===== config.mk =====
export PLATFORM = sky130hd
export DESIGN_NAME = npcm_cost
export DESIGN_NICKNAME = d
export VERILOG_FILES = /design/src/hw/rtl/npcm_pkg.sv /design/src/hw/rtl/npcm_cost.sv
export SDC_FILE = /design/constraint.sdc
export NUM_CORES = 1
export LEC_CHECK = 0
export BUFFER_PORTS_ARGS = -buffer_cell sky130_fd_sc_hd__clkbuf_2
export CELL_PAD_IN_SITES_DETAIL_PLACEMENT = 0
export CELL_PAD_IN_SITES_GLOBAL_PLACEMENT = 1
export CORE_MARGIN = 3
export CORE_UTILIZATION = 30
export CTS_CLUSTER_SIZE = 12
export DETAILED_ROUTE_END_ITERATION = 7
export GPL_TIMING_DRIVEN = 1
export HOLD_SLACK_MARGIN = 0.12
export PLACE_DENSITY_LB_ADDON = 0.1
export SETUP_SLACK_MARGIN = 0.02
export SLEW_MARGIN = 20
export SYNTH_ARGS = -nofsm -noshare
export SYNTH_HDL_FRONTEND = slang
export SYNTH_SLANG_ARGS = --single-unit

===== constraint.sdc =====
create_clock -name clk -period 8.17 [get_ports clk]
set_clock_uncertainty 0.1 [all_clocks]
set_input_delay 0.4085 -clock clk [delete_from_list [all_inputs] [get_ports clk]]
set_output_delay 0.4085 -clock clk [all_outputs]
set_load 0.005 [all_outputs]

===== src/hw/rtl/npcm_pkg.sv =====
// Shared types and constants for the nearest palette colour match unit.
// No dependencies; every other file uses this package.
package npcm_pkg;

  // Palette geometry
  localparam int PALETTE_DEPTH = 256;
  localparam int ADDR_W        = $clog2(PALETTE_DEPTH);

  // Field widths
  localparam int IDX_W   = 8;
  localparam int CHAN_W  = 8;
  localparam int ENTRY_W = 3 * CHAN_W;
  localparam int COUNT_W = 9;
  localparam int SQ_W    = 2 * CHAN_W;
  localparam int COST_W  = 23;

  // Luma-style channel weights
  localparam logic [6:0] WEIGHT_RED   = 7'd30;
  localparam logic [6:0] WEIGHT_GREEN = 7'd59;
  localparam logic [6:0] WEIGHT_BLUE  = 7'd11;

  // Start cost: above any reachable score
  localparam logic [COST_W-1:0] COST_START = '1;

  // Register stages from memory read data to the compare
  localparam int PIPE_DEPTH = 3;
  localparam int DRAIN_W    = $clog2(PIPE_DEPTH);

  // Item mode codes
  localparam logic MODE_LOAD  = 1'b0;
  localparam logic MODE_QUERY = 1'b1;

  // Sequencer states
  typedef enum logic [1:0] {
    ST_IDLE,
    ST_SCAN,
    ST_DRAIN,
    ST_DONE
  } state_t;

  // Tag that travels with each palette entry through the cost pipeline
  typedef struct packed {
    logic              valid;
    logic [ADDR_W-1:0] idx;
  } tag_t;

endpackage


===== src/hw/rtl/npcm_cost.sv =====
// Two-stage weighted squared distance pipeline for one palette entry.
// Depends on npcm_pkg for widths, weights and the tag type.
module npcm_cost (
  input  logic                         clk,
  input  logic                         rst,
  input  logic [npcm_pkg::ENTRY_W-1:0] entry,
  input  logic [npcm_pkg::CHAN_W-1:0]  q_red,
  input  logic [npcm_pkg::CHAN_W-1:0]  q_green,
  input  logic [npcm_pkg::CHAN_W-1:0]  q_blue,
  input  npcm_pkg::tag_t               tag_in,
  output npcm_pkg::tag_t               tag_out,
  output logic [npcm_pkg::COST_W-1:0]  cost
);
  import npcm_pkg::*;

  logic [CHAN_W-1:0] e_red, e_green, e_blue;
  logic [CHAN_W-1:0] d_red, d_green, d_blue;
  logic [SQ_W-1:0]   sq_red, sq_green, sq_blue;
  tag_t              tag_sq;

  assign e_red   = entry[3*CHAN_W-1:2*CHAN_W];
  assign e_green = entry[2*CHAN_W-1:CHAN_W];
  assign e_blue  = entry[CHAN_W-1:0];

  // Absolute channel differences
  assign d_red   = (q_red   >= e_red)   ? q_red   - e_red   : e_red   - q_red;
  assign d_green = (q_green >= e_green) ? q_green - e_green : e_green - q_green;
  assign d_blue  = (q_blue  >= e_blue)  ? q_blue  - e_blue  : e_blue  - q_blue;

  // Stage 1: squares
  always_ff @(posedge clk) begin
    sq_red   <= SQ_W'(d_red)   * SQ_W'(d_red);
    sq_green <= SQ_W'(d_green) * SQ_W'(d_green);
    sq_blue  <= SQ_W'(d_blue)  * SQ_W'(d_blue);
  end

  // Stage 2: weighted sum (constant multiplies)
  always_ff @(posedge clk) begin
    cost <= COST_W'(WEIGHT_RED)   * COST_W'(sq_red)
          + COST_W'(WEIGHT_GREEN) * COST_W'(sq_green)
          + COST_W'(WEIGHT_BLUE)  * COST_W'(sq_blue);
  end

  // Tags follow the two stages; valid bits cleared on reset
  always_ff @(posedge clk) begin
    tag_sq.idx  <= tag_in.idx;
    tag_out.idx <= tag_sq.idx;
    if (rst) begin
      tag_sq.valid  <= 1'b0;
      tag_out.valid <= 1'b0;
    end else begin
      tag_sq.valid  <= tag_in.valid;
      tag_out.valid <= tag_sq.valid;
    end
  end

endmodule


==> impl_metrics.tcl, run 1 <==
set metrics [dict create \
    drt-pass1-iter-count 4 \
    route.detailed.drc 0 \
    grt_pass1_wl_mm 52.7 \
    clock-sinks 86 \
    postPlaceCellArea_mm2 0.0155 \
    fillers 5001 \
    clk_path_buf_depth 2 \
    cts_made_buffers 9 \
    synth_seq_cells 86 \
    start_util 0.305 \
    post_drt_wl_per_cell_um 13.2 \
    viasPerCell 4.42 \
    fin_crit_ns 6.73 \
    insertedDiodeCount 0 \
    ys_seq_area_frac 0.120 \
    critPathTopFamily "adder cells" \
    dieHeight_um 224 \
    h-tree-depth 3 \
    ff_latch_area_mm2 0.00172 \
    worstMarginPinSlew_ns 0.902 \
    cts_root_buf "clkbuf_16" \
    routed_wl_mm 30.0 \
    postLayoutCoreUtil 0.340 \
    yosysWarnings 0 \
    grt_start_max_net_pins 17 \
    die-area_mm2 0.0503 \
    timing.critical_path.buf_inv 6 \
    port_buffers 90 \
    gr-total-overflow 0 \
    synth_area_per_cell_um2 9.20 \
    final_hold_viol_count 0 \
    syn_area_mm2 0.0143 \
    drtIter0Drc 273 \
    core_area_mm2 0.0469 \
    hp-class "in -> reg" \
    clk_latency_ns 0.35 \
    place_congestion 0.736 \
    finish.instance_area_mm2 0.0159 \
    tritoncts "built" \
    slew_headroom 0.397 \
    max_freq_mhz 149 \
    io_pins 91 \
    finalSetupTns_ns 0 \
    clk_pin_slew_worst_paths_ns 0.07 \
    cp_slowest_cell "xor2_1" \
    cp.arrival_ns 6.86 \
    critPathMaxFanout 9 \
    dieWidth_um 224 \
    nNetsFinal 2154 \
    multi_input_area_mm2 0.0110 \
    worst_setup_path_start_kind "input pin" \
    hpwl_mm 26.6 \
    maxCapViolCount 0 \
    core.rowCount 79 \
    synth-edff-count 0 \
    rsz0062_at_grt "no" \
    synthCells 1554 \
    slew_viol_final 0 \
    outcome "finished, final reports clean" \
    holdWs_ns 0.191 \
    vias 10000 \
    gr-usage-all-layers 0.128 \
    drt.antenna.violating_nets 0 \
    async_reset_ff_frac 0 \
    crit_type "in -> reg" \
    yosys.cell_types.count 56 \
    grt_pass1_vias 10900 \
    area_growth_pct 11.2 \
    crit_path_end_kind "register" \
    post-route-period-util 0.824 \
    layout-drive-gt1-share 0.0880 \
    setup_violations 0 \
    grt_antenna_before_repair 0 \
    synth_ff_type "dfxtp_1" \
    max_stage_delay_ns 0.73 \
    cp.required_ns 8.30 \
]
[cells in the mapped netlist (3+ instances only)]
master    number  area, um^2
nor3_1        18        90.1
nand3_1       14        70.1
buf_2          8        40.0
o21bai_1       8        60.1
nor4_1         3        18.8
dfxtp_1       86        1720
clkbuf_1       8        30.0
ha_1         228        2850
mux2i_1       21         210
fa_1         212        4240
inv_1        397        1490
o21a_1        12        90.1
xnor2_2        7         114
nor2_1       103         387
nor2b_1       12        75.1
nand2b_1      18         113
a211oi_1      12        90.1
nand2_1       43         161
a311oi_1       4        35.0
and3_1         5        31.3
o21ai_0       41         205
a21oi_1       69         345
or2_1          4        25.0
or4_1          3        22.5
xnor2_1       59         517
xor2_1        27         236
a211oi_4       3        60.1
nand4_1       11        68.8
or2_2         19         119
a31oi_1       18         113
a21o_1        46         345
o41ai_1        3        26.3
[sequential cells by signal (all words and copies together), names as in the netlist]
register / cells
sq_red: 15
cost: 23
tag_out: 9
sq_green: 15
sq_blue: 15
tag_sq: 9
[cells in the final DEF, fill, tap and decap left out, types with 27 or more instances in the layout]
master,synthesis,layout
inv_1,397,397
a21oi_1,69,69
clkbuf_2,0,90
dfxtp_1,86,86
a21o_1,46,46
ha_1,228,228
o21ai_0,41,41
xnor2_1,59,59
nor2_1,103,103
xor2_1,27,27
nand2_1,43,43
fa_1,212,212
[logic make-up after synthesis]
group	Yosys count	share of synthesized area
other	1	0.000262
and+or+nand+nor	261	0.0871
adders and majority gates	440	0.496
xor gates and xnor gates	95	0.0637
DFF	86	0.120
buffers and inverters	417	0.111
muxes	22	0.0155
AOI/OAI and AO/OA	232	0.105
[worst paths after layout]
kind,from,to,slack (ns),depth (start not counted)
max,q_red[0],sq_red[15],1.44,25
min,tag_in[8],tag_sq[8],0.19,2
max reg2reg,sq_red[6],cost[21],1.54,22
min reg2reg,tag_sq[7],tag_out[7],0.23,0
[cell type report]
| class | count | area share |
|---|---|---|
| multi-input cells | 1057 | 0.692 |
| flip-flops and latches | 86 | 0.108 |
| inverters | 398 | 0.0939 |
| well taps | 607 | 0.0477 |
| repair buffers | 103 | 0.0359 |
| clock buffers | 9 | 0.0142 |
| clock inverters | 7 | 0.00794 |
[through the flow]
| stage | setup WS, ns | instances |
|---|---|---|
| finish | 1.44 | 2267 |
| global route | 0.978 | 2267 |
| CTS | 1.35 | 2267 |
| detailed placement | 0.975 | 2242 |
| global placement | 0.985 | 2242 |
| floorplan | 1.91 | 1560 |
[what timing repair did]
item,CTS,global route
gates resized for setup,0,0
buffers inserted,0,0
hold endpoints to repair,10,0
hold buffers,9,0
[per-layer routing]
metal | global-route usage | wire length, um | vias to the layer above
li1 | - | - | 5081
met4 | 0.0172 | 175 | 0
met5 | 0 | 0 | -
met1 | 0.167 | 14400 | 4853
met2 | 0.235 | 15000 | 84
met3 | 0.0106 | 488 | 9
Power of run 1 is left out: the tool's default activity adds up to more than one toggle a clock period on the data nets, which glitch-free logic cannot reach.
==> run 2, diff against run 1 <==
==> constraint.sdc (replaced) <==
create_clock -name clk -period 6.1 [get_ports clk]
set_clock_uncertainty 0.1 [all_clocks]
set_input_delay 0.305 -clock clk [delete_from_list [all_inputs] [get_ports clk]]
set_output_delay 0.305 -clock clk [all_outputs]
set_load 0.005 [all_outputs]
==> run 2 against run 1 <==
Against the previous run: routed wire length rose by 5.4%; final area increased by 13%; via count is 8.0% higher; sequential cell count unchanged; clock-buffer cell count unchanged; critical path depth stayed put; global-route usage is 0.67 points higher; register-to-register slack got worse by 1.2 ns.
==> impl_metrics.tcl, run 2 (same netlist as run 1, synthesis figures left out) <==
set metrics [dict create \
    slew_viol_final 0 \
    grt_pass1_wl_mm 55.7 \
    outcome "finished, final reports clean" \
    place_congestion 0.776 \
    cts_root_buf "clkbuf_16" \
    cp.required_ns 6.30 \
    postPlaceCellArea_mm2 0.0170 \
    core_area_mm2 0.0469 \
    hp-class "reg -> reg" \
    dieWidth_um 224 \
    finish.instance_area_mm2 0.0179 \
    grt_antenna_before_repair 1 \
    h-tree-depth 3 \
    mostFrequentLayoutCell "inv_1" \
    hpwl_mm 28.3 \
    drt-pass1-iter-count 5 \
    crit_type "reg -> reg" \
    clk_pin_slew_worst_paths_ns 0.08 \
    crit_path_end_kind "register" \
    largest_reg_flops 23 \
    worst_setup_path_start_kind "register" \
    viasPerCell 4.38 \
    clock-sinks 86 \
    grt_start_max_net_pins 19 \
    slew_headroom 0.634 \
    final_hold_viol_count 0 \
    grt_pass1_vias 11700 \
    clk_latency_ns 0.36 \
    post-route-period-util 0.952 \
    max_freq_mhz 172 \
    clk_path_buf_depth 2 \
    postLayoutCoreUtil 0.382 \
    fin_crit_ns 5.81 \
    insertedDiodeCount 0 \
    start_util 0.305 \
    drt.antenna.violating_nets 0 \
    critPathMaxFanout 4 \
    port_buffers 90 \
    io_pins 91 \
    dieHeight_um 224 \
    core.rowCount 79 \
    rsz0062_at_grt "yes" \
    layout-drive-gt1-share 0.231 \
    instances_no_fill 2474 \
    cts_made_buffers 9 \
    tritoncts "built" \
    area_growth_pct 25.3 \
    nNetsFinal 2361 \
    vias 10800 \
    setup_violations 0 \
    final_cell_mix "389 x inv_1, 219 x ha_1, 205 x fa_1, 205 x buf_4, 100 x nor2_1" \
    worstMarginPinSlew_ns 0.543 \
    regMostFlops "cost" \
    drtIter0Drc 335 \
    gr-total-overflow 0 \
    post-place-cells 2440 \
    die-area_mm2 0.0503 \
    gr-usage-all-layers 0.134 \
    post_drt_wl_per_cell_um 12.8 \
    cp.arrival_ns 6.00 \
    maxCapViolCount 0 \
    routed_wl_mm 31.6 \
    route.detailed.drc 0 \
    finalSetupTns_ns 0 \
]
run 2: cell count changes in the layout (fill, tap and decap cells not counted), sizes merged:
cell and delta:
dlygate4sd3 +1, clkinv +4, buf +206, clkinvlp -1, bufinv -3
run 2: critical path, cell delays in order, from the launching register on:
cell     delay [ns]
dfxtp_2        0.32
inv_2          0.06
fa_1           0.49
fa_1           0.49
inv_1          0.04
ha_1           0.28
a21o_1         0.18
a21o_1         0.18
a21o_1         0.19
a31oi_4        0.16
buf_4          0.13
o21ai_0        0.09
xnor2_1        0.18
fa_1           0.57
inv_2          0.05
fa_2           0.56
fa_1           0.40
inv_1          0.10
ha_4           0.21
nand4_1        0.10
buf_6          0.13
a21oi_4        0.04
buf_4          0.14
o41ai_2        0.28
buf_4          0.16
xnor2_1        0.10
run 2: final timing paths:
path	endpoint	depth (start not counted)	slack, ns	startpoint
setup / recovery	cost[19]	25	0.29	sq_red[6]
hold / removal	tag_out[7]	0	0.23	tag_sq[7]
setup reg to reg	cost[19]	25	0.29	sq_red[6]
hold reg to reg	tag_out[7]	0	0.23	tag_sq[7]
run 2: stage by stage:
| stage | hold slack (ns) | setup WS, ns |
|---|---|---|
| 2_1_floorplan | 0.210 | 0.0306 |
| 3_5_place_dp | 0.212 | -0.273 |
| 4_1_cts | 0.230 | 0.0263 |
| 6_report | 0.229 | 0.295 |
| 3_3_place_gp | 0.210 | -0.290 |
| 5_1_grt | 0.239 | -0.0123 |
run 2: area by class of cell:
class	instances	area (um^2)
Sequential cell	86	1730
Clock buffer	9	225
Multi-Input combinational cell	1057	11500
Clock inverter	7	76.3
Inverter	398	1490
Tap cell	607	759
Fill cell	4838	28900
Timing Repair Buffer	310	2150
run 2: per-layer routing:
metal,vias to the layer above,share of wire,track usage
li1,5492,-,-
met1,5230,0.47,0.175
met2,94,0.50,0.244
met3,17,0.018,0.0136
met4,0,0.012,0.0238
met5,-,0,0
run 2: timing repair:
item	4_1_cts	5_1_grt
cloned	0	0
pin swaps	19	41
setup buffers	2	8
resized for setup	35	72
hold endpoints to repair	10	0
endpoints found under the setup margin	7	21
hold buffers	10	0
Power of run 2 is left out for the same reason.
==> run 3, diff against run 2 <==
--- a/config.mk
+++ b/config.mk
@@ -9,7 +9,7 @@
 export CELL_PAD_IN_SITES_DETAIL_PLACEMENT = 0
 export CELL_PAD_IN_SITES_GLOBAL_PLACEMENT = 1
 export CORE_MARGIN = 3
-export CORE_UTILIZATION = 30
+export CORE_UTILIZATION = 40
 export CTS_CLUSTER_SIZE = 12
 export DETAILED_ROUTE_END_ITERATION = 7
 export GPL_TIMING_DRIVEN = 1
==> run 3 against run 2 <==
Against the previous run: non-clock buffer count shrank 62; core utilization rose by 11 points; clock-buffer cell count is the same; first-iteration DRC count increased by 8.1%; hold slack about the same; final area is 4.3% lower; routed wire length down 9.4%; setup slack lost 0.053 ns; critical path type unchanged; sequential cell count unchanged.
==> impl_metrics.tcl, run 3 (same netlist as run 1, synthesis figures left out) <==
set metrics [dict create \
    critPathTopFamily "adder cells" \
    worst_setup_path_start_kind "register" \
    dieHeight_um 195 \
    cp.arrival_ns 6.02 \
    clock-sinks 86 \
    max_stage_delay_ns 0.52 \
    post-route-period-util 0.960 \
    rsz0062_at_grt "yes" \
    instances_no_fill 2260 \
    post_drt_wl_per_cell_um 12.7 \
    vias 10500 \
    hpwl_mm 25.4 \
    grt_pass1_wl_mm 51.5 \
    core.rowCount 68 \
    dieWidth_um 195 \
    maxCapViolCount 0 \
    met2WireLength_mm 14.4 \
    path_cells "inv_2 -> fa_1 -> fa_1 -> inv_1 -> ha_2 -> a21o_1 -> o21bai_1 -> nand3_2 -> buf_4 -> o31ai_4 -> xor2_1 -> fa_1 -> inv_1 -> fa_1 -> fa_1 -> inv_1 -> ha_1 -> nand4_1 -> a211oi_2 -> buf_4 -> or4_1 -> o311ai_1" \
    wl_met3_um 482 \
    regMostFlops "cost" \
    setup_violations 0 \
    cts_made_buffers 9 \
    tritoncts "built" \
    route.detailed.drc 0 \
    gr-usage-all-layers 0.160 \
    worstMarginPinSlew_ns 0.481 \
    final_cell_mix "391 x inv_1, 217 x ha_1, 210 x fa_1" \
    cts_root_buf "clkbuf_16" \
    outcome "finished, final reports clean" \
    clk_path_buf_depth 2 \
    drt-pass1-iter-count 4 \
    post-place-cells 2226 \
    final_hold_viol_count 0 \
    slew_headroom 0.670 \
    place_congestion 0.864 \
    critPathMaxFanout 6 \
    drt.antenna.violating_nets 0 \
    postLayoutCoreUtil 0.491 \
    cp.required_ns 6.26 \
    area_growth_pct 19.9 \
    slew_viol_final 0 \
    h-tree-depth 3 \
    routed_wl_mm 28.6 \
    port_buffers 90 \
    max_freq_mhz 171 \
    die-area_mm2 0.0381 \
    grt_pass1_vias 11300 \
    cp_slowest_cell "fa_1" \
    timing.critical_path.buf_inv 6 \
    fin_crit_ns 5.86 \
    grt_antenna_before_repair 0 \
    routed.top_layer "met4" \
    cpMostUsedCell "fa_1" \
    grt_start_max_net_pins 18 \
    clk_latency_ns 0.35 \
    crit_type "reg -> reg" \
    finalSetupTns_ns 0 \
    drtIter0Drc 362 \
    largest_reg_flops 23 \
    nNetsFinal 2299 \
    io_pins 91 \
    crit_path_end_kind "register" \
    viasPerCell 4.66 \
    layout-drive-gt1-share 0.196 \
    insertedDiodeCount 0 \
    start_util 0.410 \
    mostFrequentLayoutCell "inv_1" \
    clk_pin_slew_worst_paths_ns 0.07 \
    wl_met1_mm 13.5 \
    hp-class "reg -> reg" \
    gr-total-overflow 0 \
    core_area_mm2 0.0349 \
]
-- run 3: stage by stage --
stage               area (um^2)  worst slack (ns)  hold slack (ns)
CTS                       16700            0.0148            0.232
finish                    17100             0.241            0.229
detailed placement        16300            -0.177            0.214
global route              17100           -0.0334            0.243
global placement          16300            -0.101            0.210
floorplan                 14300            0.0306            0.210
-- run 3: path summary, 6_finish.rpt --
path / start / to / slack, ns / depth (start not counted)
worst min register to register: tag_sq[6] / tag_out[6] / 0.23 / 0
worst max register to register: sq_red[6] / cost[20] / 0.24 / 22
worst max-delay path: sq_red[6] / cost[20] / 0.24 / 22
worst min-delay path: tag_sq[6] / tag_out[6] / 0.23 / 0
-- run 3: layout make-up --
cell class                 count  area [um^2]
fill                        3438        17700
timing repair buffer         248         1680
sequential                    86         1730
clock inverter                 7         65.1
tap                          455          569
inverter                     398         1490
multi-input combinational   1057        11400
clock buffer                   9          225
-- run 3: per-layer routing --
metal	global-route usage	up-vias
li1	-	5377
met4	0.0235	0
met5	0	-
met1	0.207	5053
met2	0.297	80
met3	0.0141	12
-- run 3: timing repair --
action | CTS | global route
gates resized for setup | 8 | 81
hold endpoints to repair | 10 | 0
pin swaps | 2 | 31
gates cloned | 0 | 0
setup buffers | 0 | 8
endpoints found under the setup margin | 4 | 22
hold buffers | 10 | 0
-- run 3: worst register-to-register path: stages, from the launching register on --
cell and delay (ns):
dfxtp_1 0.32, inv_2 0.07, fa_1 0.49, fa_1 0.49, inv_1 0.04, ha_2 0.36, a21o_1 0.20, o21bai_1 0.17
nand3_2 0.14, buf_4 0.16, o31ai_4 0.20, xor2_1 0.13, fa_1 0.52, inv_1 0.07, fa_1 0.45, fa_1 0.52
inv_1 0.05, ha_1 0.33, nand4_1 0.21, a211oi_2 0.05, buf_4 0.16, or4_1 0.46, o311ai_1 0.09
Power of run 3 is left out for the same reason.
